[config.mk]
export PLATFORM = sky130hd
export DESIGN_NAME = masked_byte_pattern_search_core_flat
export DESIGN_NICKNAME = d
export VERILOG_FILES = /design/src/rtl/mbps_pkg.sv /design/src/rtl/mbps_if.sv /design/src/rtl/mbps_sig_cell.sv /design/src/rtl/mbps_win_cell.sv /design/src/rtl/masked_byte_pattern_search_core.sv /design/src/flat_wrapper.sv
export SDC_FILE = /design/constraint.sdc
export NUM_CORES = 2
export LEC_CHECK = 0
export ABC_AREA = 0
export BUFFER_PORTS_ARGS = -buffer_cell sky130_fd_sc_hd__buf_2
export CAP_MARGIN = 20
export CORE_MARGIN = 2
export CORE_UTILIZATION = 55
export CTS_CLUSTER_DIAMETER = 30
export CTS_CLUSTER_SIZE = 40
export DETAILED_ROUTE_END_ITERATION = 6
export HOLD_SLACK_MARGIN = 0.05
export PLACE_DENSITY_LB_ADDON = 0.1
export SLEW_MARGIN = 20
export SYNTH_ARGS = -nofsm -noshare
export SYNTH_HDL_FRONTEND = slang
export SYNTH_SLANG_ARGS = --single-unit
export TNS_END_PERCENT = 1
[constraint.sdc]
create_clock -name clock -period 21.6 [get_ports clock]
set_input_delay 1.08 -clock clock [delete_from_list [all_inputs] [get_ports clock]]
set_output_delay 1.08 -clock clock [all_outputs]
set_load 0.02 [all_outputs]
[src/rtl/mbps_pkg.sv]
// Shared package for the masked byte pattern search core.
// Holds field widths, register indexes, mode codes and the control structs
// passed from the top level to the signature and window cells.
package mbps_pkg;

   localparam int PATTERN_MAX_DEFAULT = 32;

   localparam int BYTE_W     = 8;
   localparam int IDX_W      = 5;
   localparam int LEN_W      = 6;
   localparam int ADDR_W     = 64;
   localparam int COUNT_W    = 32;
   localparam int CSR_IDX_W  = 2;
   localparam int CSR_DATA_W = 64;
   localparam int OFF_W      = 6;
   localparam int SLOT_W     = 7;

   localparam logic MODE_LOAD = 1'b0;
   localparam logic MODE_SCAN = 1'b1;

   typedef enum logic [CSR_IDX_W-1:0] {
      CSR_PATTERN_LENGTH = 2'd0,
      CSR_REGION_START   = 2'd1,
      CSR_REPORT_ALL     = 2'd2
   } csr_index_type;

   typedef struct packed {
      logic              shift_up;
      logic              shift_down;
      logic              load_en;
      logic [SLOT_W-1:0] load_slot;
      logic [BYTE_W-1:0] load_byte;
      logic              load_wild;
   } sig_ctl_type;

   typedef struct packed {
      logic             shift_en;
      logic             hit_load;
      logic [OFF_W-1:0] offset;
   } win_ctl_type;

endpackage

[src/rtl/mbps_if.sv]
// Valid/ready channel interfaces for the request and response transactions.
// Depends on mbps_pkg for the field widths.
interface mbps_req_if;
   import mbps_pkg::*;

   logic              valid;
   logic              ready;
   logic              mode;
   logic [IDX_W-1:0]  entry_index;
   logic [BYTE_W-1:0] byte_value;
   logic              is_wildcard;
   logic              last_byte;

   modport source (output valid, output mode, output entry_index, output byte_value,
                   output is_wildcard, output last_byte, input ready);
   modport sink   (input valid, input mode, input entry_index, input byte_value,
                   input is_wildcard, input last_byte, output ready);
endinterface

interface mbps_rsp_if;
   import mbps_pkg::*;

   logic              valid;
   logic              ready;
   logic              match_valid;
   logic [ADDR_W-1:0] match_address;
   logic              region_done;

   modport source (output valid, output match_valid, output match_address,
                   output region_done, input ready);
   modport sink   (input valid, input match_valid, input match_address,
                   input region_done, output ready);
endinterface

[src/rtl/mbps_sig_cell.sv]
// One signature slot: a pattern byte and its wildcard flag.
// Loads from the request or shifts to realign with the active length; uses mbps_pkg.
module mbps_sig_cell #(
   parameter int SLOT = 0
) (
   input  logic                           clock,
   input  mbps_pkg::sig_ctl_type          ctl,
   input  logic [mbps_pkg::BYTE_W-1:0]    lower_byte,
   input  logic                           lower_wild,
   input  logic [mbps_pkg::BYTE_W-1:0]    upper_byte,
   input  logic                           upper_wild,
   output logic [mbps_pkg::BYTE_W-1:0]    pat_byte,
   output logic                           pat_wild
);
   import mbps_pkg::*;

   logic [BYTE_W-1:0] byte_ff, byte_in;
   logic              wild_ff, wild_in;

   always_comb begin
      byte_in = byte_ff;
      wild_in = wild_ff;
      if (ctl.shift_up) begin
         byte_in = lower_byte;
         wild_in = lower_wild;
      end else if (ctl.shift_down) begin
         byte_in = upper_byte;
         wild_in = upper_wild;
      end else if (ctl.load_en && ctl.load_slot == SLOT_W'(SLOT)) begin
         byte_in = ctl.load_byte;
         wild_in = ctl.load_wild;
      end
   end

   always_ff @(posedge clock) begin
      byte_ff <= byte_in;
      wild_ff <= wild_in;
   end

   assign pat_byte = byte_ff;
   assign pat_wild = wild_ff;

endmodule

[src/rtl/mbps_win_cell.sv]
// One window slot: holds a scanned byte, passes it down the chain and
// registers whether the byte entering it matches the aligned signature slot; uses mbps_pkg.
module mbps_win_cell #(
   parameter int SLOT = 0
) (
   input  logic                           clock,
   input  mbps_pkg::win_ctl_type          ctl,
   input  logic [mbps_pkg::BYTE_W-1:0]    shift_byte,
   input  logic [mbps_pkg::BYTE_W-1:0]    pat_byte,
   input  logic                           pat_wild,
   output logic [mbps_pkg::BYTE_W-1:0]    win_byte,
   output logic                           hit
);
   import mbps_pkg::*;

   logic [BYTE_W-1:0] byte_ff, byte_in;
   logic              hit_ff, hit_in;

   always_comb begin
      byte_in = ctl.shift_en ? shift_byte : byte_ff;
      hit_in  = hit_ff;
      if (ctl.hit_load) begin
         hit_in = (OFF_W'(SLOT) < ctl.offset) || pat_wild || (shift_byte == pat_byte);
      end
   end

   always_ff @(posedge clock) begin
      byte_ff <= byte_in;
      hit_ff  <= hit_in;
   end

   assign win_byte = byte_ff;
   assign hit      = hit_ff;

endmodule

[src/rtl/masked_byte_pattern_search_core.sv]
// Masked byte pattern search core: top level with the cell chains and result pipeline.
// A result passes through the s1, s2 and response registers on its way to rsp.
// Throughput: one transaction per cycle; on a response stall the response register and
// two pipeline stages hold back. After a pattern_length write, req.ready stays low while
// the signature chain shifts by the difference of the clamped old and new lengths.
// Reset (synchronous): pattern_length 1, region_start 0, report_all 0, signature undefined.
module masked_byte_pattern_search_core #(
   parameter int PATTERN_MAX = mbps_pkg::PATTERN_MAX_DEFAULT
) (
   input  logic                              clock,
   input  logic                              reset,
   mbps_req_if.sink                          req,
   mbps_rsp_if.source                        rsp,
   input  logic                              csr_write_enable,
   input  logic [mbps_pkg::CSR_IDX_W-1:0]    csr_index,
   input  logic [mbps_pkg::CSR_DATA_W-1:0]   csr_write_data
);
   import mbps_pkg::*;

   localparam int SIG_N = 2 * PATTERN_MAX - 1;
   localparam int LW    = LEN_W + 1;

   logic [LEN_W-1:0]   len_ff, len_in;
   logic [ADDR_W-1:0]  region_ff, region_in;
   logic               report_all_ff, report_all_in;
   logic [OFF_W-1:0]   off_ff, off_in;
   logic [COUNT_W-1:0] bytes_ff, bytes_in;
   logic               found_ff, found_in;

   logic               s1_v_ff, s1_v_in;
   logic [COUNT_W-1:0] s1_count_ff, s1_count_in;
   logic               s1_last_ff, s1_last_in;
   logic               s2_v_ff, s2_v_in;
   logic               s2_match_ff, s2_match_in;
   logic [COUNT_W-1:0] s2_offset_ff, s2_offset_in;
   logic               s2_last_ff, s2_last_in;
   logic               out_v_ff, out_v_in;
   logic               out_match_ff, out_match_in;
   logic [ADDR_W-1:0]  out_addr_ff, out_addr_in;
   logic               out_done_ff, out_done_in;

   logic [LW-1:0]      act_len;
   logic [OFF_W-1:0]   tgt_off;
   logic               aligned;
   logic               accept, scan, load;
   logic [COUNT_W-1:0] bs_inc;
   logic               out_free, report, emits, s1_go, s2_go;

   sig_ctl_type        sig_ctl;
   win_ctl_type        win_ctl;

   logic [BYTE_W-1:0]      sig_byte [SIG_N];
   logic                   sig_wild [SIG_N];
   logic [BYTE_W-1:0]      win_byte [PATTERN_MAX];
   logic [PATTERN_MAX-1:0] hits;

   always_comb begin
      if (len_ff == '0) begin
         act_len = LW'(1);
      end else if (LW'(len_ff) > LW'(PATTERN_MAX)) begin
         act_len = LW'(PATTERN_MAX);
      end else begin
         act_len = LW'(len_ff);
      end
      tgt_off = OFF_W'(LW'(PATTERN_MAX) - act_len);
   end

   assign aligned  = (off_ff == tgt_off);
   assign accept   = req.valid && req.ready;
   assign scan     = accept && (req.mode == MODE_SCAN);
   assign load     = accept && (req.mode == MODE_LOAD) &&
                     (SLOT_W'(req.entry_index) < SLOT_W'(PATTERN_MAX));
   assign bs_inc   = (&bytes_ff) ? bytes_ff : bytes_ff + COUNT_W'(1);

   assign out_free = !out_v_ff || rsp.ready;
   assign report   = s2_match_ff && (report_all_ff || !found_ff);
   assign emits    = s2_v_ff && (report || s2_last_ff);
   assign s2_go    = !s2_v_ff || !emits || out_free;
   assign s1_go    = !s1_v_ff || s2_go;
   assign req.ready = s1_go && aligned;

   always_comb begin
      sig_ctl.shift_up   = off_ff < tgt_off;
      sig_ctl.shift_down = off_ff > tgt_off;
      sig_ctl.load_en    = load;
      sig_ctl.load_slot  = SLOT_W'(req.entry_index) + SLOT_W'(off_ff);
      sig_ctl.load_byte  = req.byte_value;
      sig_ctl.load_wild  = req.is_wildcard;
      win_ctl.shift_en   = scan;
      win_ctl.hit_load   = s1_go;
      win_ctl.offset     = off_ff;
   end

   for (genvar c = 0; c < SIG_N; c++) begin : g_sig
      logic [BYTE_W-1:0] lo_byte, hi_byte;
      logic              lo_wild, hi_wild;
      if (c == 0) begin : g_lo_end
         assign lo_byte = '0;
         assign lo_wild = 1'b0;
      end else begin : g_lo
         assign lo_byte = sig_byte[c-1];
         assign lo_wild = sig_wild[c-1];
      end
      if (c == SIG_N - 1) begin : g_hi_end
         assign hi_byte = '0;
         assign hi_wild = 1'b0;
      end else begin : g_hi
         assign hi_byte = sig_byte[c+1];
         assign hi_wild = sig_wild[c+1];
      end
      mbps_sig_cell #(.SLOT(c)) u_sig (
         .clock      (clock),
         .ctl        (sig_ctl),
         .lower_byte (lo_byte),
         .lower_wild (lo_wild),
         .upper_byte (hi_byte),
         .upper_wild (hi_wild),
         .pat_byte   (sig_byte[c]),
         .pat_wild   (sig_wild[c])
      );
   end

   for (genvar c = 0; c < PATTERN_MAX; c++) begin : g_win
      logic [BYTE_W-1:0] nb;
      if (c == PATTERN_MAX - 1) begin : g_top
         assign nb = req.byte_value;
      end else begin : g_mid
         assign nb = win_byte[c+1];
      end
      mbps_win_cell #(.SLOT(c)) u_win (
         .clock      (clock),
         .ctl        (win_ctl),
         .shift_byte (nb),
         .pat_byte   (sig_byte[c]),
         .pat_wild   (sig_wild[c]),
         .win_byte   (win_byte[c]),
         .hit        (hits[c])
      );
   end

   always_comb begin
      len_in        = len_ff;
      region_in     = region_ff;
      report_all_in = report_all_ff;
      if (csr_write_enable) begin
         case (csr_index_type'(csr_index))
            CSR_PATTERN_LENGTH: begin
               len_in = csr_write_data[LEN_W-1:0];
            end
            CSR_REGION_START: begin
               region_in = csr_write_data[ADDR_W-1:0];
            end
            CSR_REPORT_ALL: begin
               report_all_in = csr_write_data[0];
            end
            default: begin
               len_in = len_ff;
            end
         endcase
      end

      off_in = off_ff;
      if (sig_ctl.shift_up) begin
         off_in = off_ff + OFF_W'(1);
      end else if (sig_ctl.shift_down) begin
         off_in = off_ff - OFF_W'(1);
      end

      bytes_in = bytes_ff;
      if (scan) begin
         bytes_in = req.last_byte ? '0 : bs_inc;
      end

      s1_v_in     = s1_v_ff;
      s1_count_in = s1_count_ff;
      s1_last_in  = s1_last_ff;
      if (s1_go) begin
         s1_v_in     = scan;
         s1_count_in = bs_inc;
         s1_last_in  = req.last_byte;
      end

      s2_v_in      = s2_v_ff;
      s2_match_in  = s2_match_ff;
      s2_offset_in = s2_offset_ff;
      s2_last_in   = s2_last_ff;
      if (s2_go) begin
         s2_v_in      = s1_v_ff;
         s2_match_in  = (&hits) && (s1_count_ff >= COUNT_W'(act_len));
         s2_offset_in = s1_count_ff - COUNT_W'(act_len);
         s2_last_in   = s1_last_ff;
      end

      found_in = found_ff;
      if (s2_v_ff && s2_go) begin
         found_in = s2_last_ff ? 1'b0 : (found_ff || s2_match_ff);
      end

      out_v_in     = out_v_ff;
      out_match_in = out_match_ff;
      out_addr_in  = out_addr_ff;
      out_done_in  = out_done_ff;
      if (out_free) begin
         out_v_in = emits;
         if (emits) begin
            out_match_in = report;
            out_addr_in  = report ? region_ff + ADDR_W'(s2_offset_ff) : '0;
            out_done_in  = s2_last_ff;
         end
      end
   end

   always_ff @(posedge clock) begin
      if (reset) begin
         len_ff        <= LEN_W'(1);
         region_ff     <= '0;
         report_all_ff <= 1'b0;
         off_ff        <= OFF_W'(PATTERN_MAX - 1);
         bytes_ff      <= '0;
         found_ff      <= 1'b0;
         s1_v_ff       <= 1'b0;
         s2_v_ff       <= 1'b0;
         out_v_ff      <= 1'b0;
      end else begin
         len_ff        <= len_in;
         region_ff     <= region_in;
         report_all_ff <= report_all_in;
         off_ff        <= off_in;
         bytes_ff      <= bytes_in;
         found_ff      <= found_in;
         s1_v_ff       <= s1_v_in;
         s2_v_ff       <= s2_v_in;
         out_v_ff      <= out_v_in;
      end
   end

   always_ff @(posedge clock) begin
      s1_count_ff  <= s1_count_in;
      s1_last_ff   <= s1_last_in;
      s2_match_ff  <= s2_match_in;
      s2_offset_ff <= s2_offset_in;
      s2_last_ff   <= s2_last_in;
      out_match_ff <= out_match_in;
      out_addr_ff  <= out_addr_in;
      out_done_ff  <= out_done_in;
   end

   assign rsp.valid         = out_v_ff;
   assign rsp.match_valid   = out_match_ff;
   assign rsp.match_address = out_addr_ff;
   assign rsp.region_done   = out_done_ff;

endmodule

[src/flat_wrapper.sv]
// flat-port wrapper written by rule: the top's interface ports become plain ports
module masked_byte_pattern_search_core_flat import mbps_pkg::*;
#(
   parameter int PATTERN_MAX = mbps_pkg::PATTERN_MAX_DEFAULT
)
  (clock, reset, csr_write_enable, csr_index, csr_write_data, req_valid, req_mode, req_entry_index, req_byte_value, req_is_wildcard, req_last_byte, req_ready, rsp_valid, rsp_match_valid, rsp_match_address, rsp_region_done, rsp_ready);
  mbps_req_if req_i ();
  mbps_rsp_if rsp_i ();
  input  logic clock;
  input  logic reset;
  input  logic csr_write_enable;
  input  logic [mbps_pkg::CSR_IDX_W-1:0] csr_index;
  input  logic [mbps_pkg::CSR_DATA_W-1:0] csr_write_data;
  input wire logic [$bits(req_i.valid)-1:0] req_valid;
  input wire logic [$bits(req_i.mode)-1:0] req_mode;
  input wire logic [$bits(req_i.entry_index)-1:0] req_entry_index;
  input wire logic [$bits(req_i.byte_value)-1:0] req_byte_value;
  input wire logic [$bits(req_i.is_wildcard)-1:0] req_is_wildcard;
  input wire logic [$bits(req_i.last_byte)-1:0] req_last_byte;
  output wire logic [$bits(req_i.ready)-1:0] req_ready;
  output wire logic [$bits(rsp_i.valid)-1:0] rsp_valid;
  output wire logic [$bits(rsp_i.match_valid)-1:0] rsp_match_valid;
  output wire logic [$bits(rsp_i.match_address)-1:0] rsp_match_address;
  output wire logic [$bits(rsp_i.region_done)-1:0] rsp_region_done;
  input wire logic [$bits(rsp_i.ready)-1:0] rsp_ready;
  assign req_i.valid = req_valid;
  assign req_i.mode = req_mode;
  assign req_i.entry_index = req_entry_index;
  assign req_i.byte_value = req_byte_value;
  assign req_i.is_wildcard = req_is_wildcard;
  assign req_i.last_byte = req_last_byte;
  assign req_ready = req_i.ready;
  assign rsp_valid = rsp_i.valid;
  assign rsp_match_valid = rsp_i.match_valid;
  assign rsp_match_address = rsp_i.match_address;
  assign rsp_region_done = rsp_i.region_done;
  assign rsp_i.ready = rsp_ready;
  masked_byte_pattern_search_core #(.PATTERN_MAX(PATTERN_MAX)) u_core (.clock(clock), .reset(reset), .req(req_i), .rsp(rsp_i), .csr_write_enable(csr_write_enable), .csr_index(csr_index), .csr_write_data(csr_write_data));
endmodule
==> flow_summary.json <==
{
  "outcome": "finished, final reports clean",
  "sequential_share_of_the_synthesized_area_pct": 62.0,
  "first_pass_grt_wire_length_mm": 206,
  "start_util_pct": 55.5,
  "numClockSinks": 1093,
  "ys_ff_latch": 1093,
  "final.setup.tns_ns": 0,
  "final_worst_hold_slack_ns": 0.427,
  "synth.yosys.warnings": 0,
  "worst-path-buf-inv": 6,
  "routed_wirelength_mm": 134,
  "post_drt_via_cell_ratio": 5.92,
  "detailed_route_via_count": 37395,
  "fmaxAchievable_mhz": 164,
  "power-per-cell-area_nw_per_um2": 148,
  "die_h_um": 308,
  "io-pin-count": 155,
  "cts.reportedPaths.clkPinSlew_ns": 0.05,
  "cts-root-buf": "clkbuf_16",
  "cts_max_level": 4,
  "final_min_period_over_clock_period_pct": 28.2,
  "detailed_place_hpwl_mm": 86.2,
  "fin_worst_skew_ns": 0.0208,
  "grt_util_all_layers_pct": 27.8,
  "firstDrtPassIters": 6,
  "worst-endpoint-arrival_ns": 6.56,
  "ys_top_cells_by_area": "edfxtp_1, o21ai_0, a21oi_1",
  "ctsLongestPathBuffers": 3,
  "drc_viols": 0,
  "die_area_um2": 95100,
  "crit_path_end_kind": "flop",
  "report.final.setup_viol": 0,
  "antenna_found_initial": 4,
  "cts_setup_buffers": 0,
  "worst_setup_path_start_kind": "flop",
  "multi_input_area_um2": 18000,
  "setup_repair_after_global_routing_missed_its_margin": "no",
  "ant_nets": 0,
  "path_class": "reg2reg",
  "cts_repair_resize_count": 0,
  "die_w_um": 308,
  "cp_max_fo": 113,
  "synth_nets": 4884,
  "fin_area_um2": 60200,
  "fillers": 7151,
  "vdd_drop_max_v": 0.000140,
  "critPathTopFamily": "buffers and inverters",
  "grt_pass1_vias": 36031,
  "crit_required_ns": 22.05,
  "min_period_ns": 6.10,
  "yosysUniqueCellTypes": 80,
  "worstPathCellList": "nor4_1 > nor2_1 > nor2_1 > inv_1 > ha_1 > inv_1 > ha_1 > nor2b_1 > o21ai_0 > a21oi_1 > a211oi_4 > buf_4 > buf_4 > buf_4 > buf_4 > o21ai_0",
  "areaGrowthSynthToFinish_pct": 18.1,
  "slew-limit-headroom_pct": 27.2,
  "grt_overflow": 0,
  "finalMaxSlewViolations": 0,
  "netlist.area_leader.share_pct": 57.2,
  "place_congestion": 0.879,
  "synth_edf_count": 971,
  "cts_hold_buf": 0,
  "wl_per_cell_um": 21.2,
  "inserted_clock_buffers": 218,
  "pre_cts_slack_ns": 15.31,
  "postPlaceCellArea_um2": 52800,
  "tightestPinTransition_ns": 1.09,
  "static-leakage-power_nw": 21.5,
  "critPathMaxStageDelay_ns": 0.87,
  "synth_common_cells": "edfxtp_1, nand2_1, o21ai_0, a21oi_1, clkbuf_1",
  "clock_insertion_delay_worst_skew_ns": 0.77,
  "rows": 111,
  "syn_area_per_cell_um2": 10.8,
  "drive_gt1_share_pct": 12.7,
  "post-route-worst-setup-slack_ns": 15.50,
  "nNetsFinal": 5026,
  "postSynthCellCount": 4740,
  "synth_area_um2": 51000,
  "detailedRoute.firstIterationViolations": 3896,
  "hold_path.class": "reg2reg",
  "synth.largest_area_cell": "edfxtp_1",
  "cts_tree": "built",
  "pin_count_of_the_biggest_net_entering_global_routing": 247,
  "fraction_of_registers_with_async_set_reset_pct": 0,
  "port_buffers": 154,
  "area_taken_by_flip_flops_and_latches_um2": 31600,
  "placeableCoreArea_um2": 91800,
  "cell_with_the_most_instances_after_synthesis": "edfxtp_1",
  "final_hold_viol_count": 0,
  "synth_flop_cell": "edfxtp_1",
  "crit_top_cell": "buf_4",
  "max-cap-violations": 0,
  "timing.critical_path.slowest_stage_cell": "buf_4"
}
-- cell usage in the layout (no fill, tap or decap), types with 22 or more instances in the layout --
cell / instances
o21ai_0: 713
xor2_1: 72
edfxtp_1: 971
nand2_1: 822
inv_1: 35
clkinv_2: 35
nand4_1: 91
ha_1: 54
clkinv_1: 31
nand3_1: 36
xnor2_1: 285
a21oi_1: 713
or3_1: 24
clkbuf_1: 43
buf_2: 153
nor4_1: 22
nor3_1: 30
buf_4: 101
bufinv_16: 26
clkbuf_16: 224
nor2_1: 130
dfxtp_1: 122
-- layout make-up --
class	instances	share of cell area [%]
Antenna cell	1	0.00416
Clock buffer	273	9.72
Clock inverter	138	2.49
Inverter	36	0.237
Multi-Input combinational cell	3275	29.8
Sequential cell	1093	52.5
Tap cell	1243	2.58
Timing Repair Buffer	258	2.64
-- registers in the layout, summed over array words and instances, names as in the netlist, 6 cells and up --
| register | cells |
|---|---|
| u_core.bytes_ff | 32 |
| u_core.g_sig.u_sig.pat_byte | 504 |
| u_core.g_sig.u_sig.pat_wild | 63 |
| u_core.g_win.u_win.hit | 32 |
| u_core.g_win.u_win.win_byte | 248 |
| u_core.len_ff | 6 |
| u_core.off_ff | 6 |
| u_core.region_ff | 64 |
| u_core.rsp.match_address | 64 |
| u_core.s1_count_ff | 32 |
| u_core.s2_offset_ff | 32 |
-- path summary, 6_finish.rpt --
| path | from | to | slack [ns] | cells after the start |
|---|---|---|---|---|
| setup / recovery | u_core.len_ff[1]$_SDFFE_PP0P_ | u_core.g_sig[57].u_sig.pat_byte[1]$_DFFE_PP_ | 15.50 | 16 |
| hold / removal | u_core.s1_last_ff$_DFFE_PN_ | u_core.s2_last_ff$_DFFE_PP_ | 0.43 | 0 |
| hold reg to reg | u_core.s1_last_ff$_DFFE_PN_ | u_core.s2_last_ff$_DFFE_PP_ | 0.43 | 0 |
| setup reg to reg | u_core.len_ff[1]$_SDFFE_PP0P_ | u_core.g_sig[57].u_sig.pat_byte[1]$_DFFE_PP_ | 15.50 | 16 |
-- worst register-to-register path: cells and delay by family, from the launching register on --
| family | cells | cell delay, ns |
|---|---|---|
| compound gates | 4 | 0.86 |
| flops | 1 | 0.33 |
| buf+inv | 6 | 3.36 |
| fa+ha+maj | 2 | 0.55 |
| simple gates | 4 | 0.70 |
-- cells by family (layout without fill, tap and decap cells) --
group,Yosys count,after routing,synth area share (%)
buffers and inverters,372,705,2.87
adder cells (fa/ha/maj),57,57,1.44
AND/OR/NAND/NOR,1295,1295,11.3
XOR/XNOR,358,358,6.17
multiplexers,18,18,0.356
AO/OA/AOI/OAI,1546,1546,15.9
other,1,2,0.00736
flip-flops,1093,1093,62.0
-- through the flow --
| stage | total power [mW] | util (%) | instances |
|---|---|---|---|
| after floorplan | 4.94 | - | 4740 |
| after global placement | 5.54 | 57.5 | 5905 |
| after detailed placement | 5.60 | 57.5 | 5905 |
| after CTS | 8.95 | 65.6 | 6316 |
| after global routing | 9.40 | 65.6 | 6316 |
| final | 8.94 | 65.6 | 6317 |
-- power by group --
group,switching [mW],internal (mW)
registers,0.396,3.06
clock network,1.11,2.22
logic,1.47,0.684
total,2.97,5.97
-- per-layer routing --
metal / track usage (%) / part of all wire, % / vias to the layer above
met1: 38.6 / 44 / 18340
met5: 0 / 0.022 / -
met4: 8.88 / 2.3 / 4
met2: 45.2 / 48 / 1253
met3: 4.40 / 6.0 / 216
li1: - / - / 17582
No activity file was read; power rests on OpenSTA's default activity.
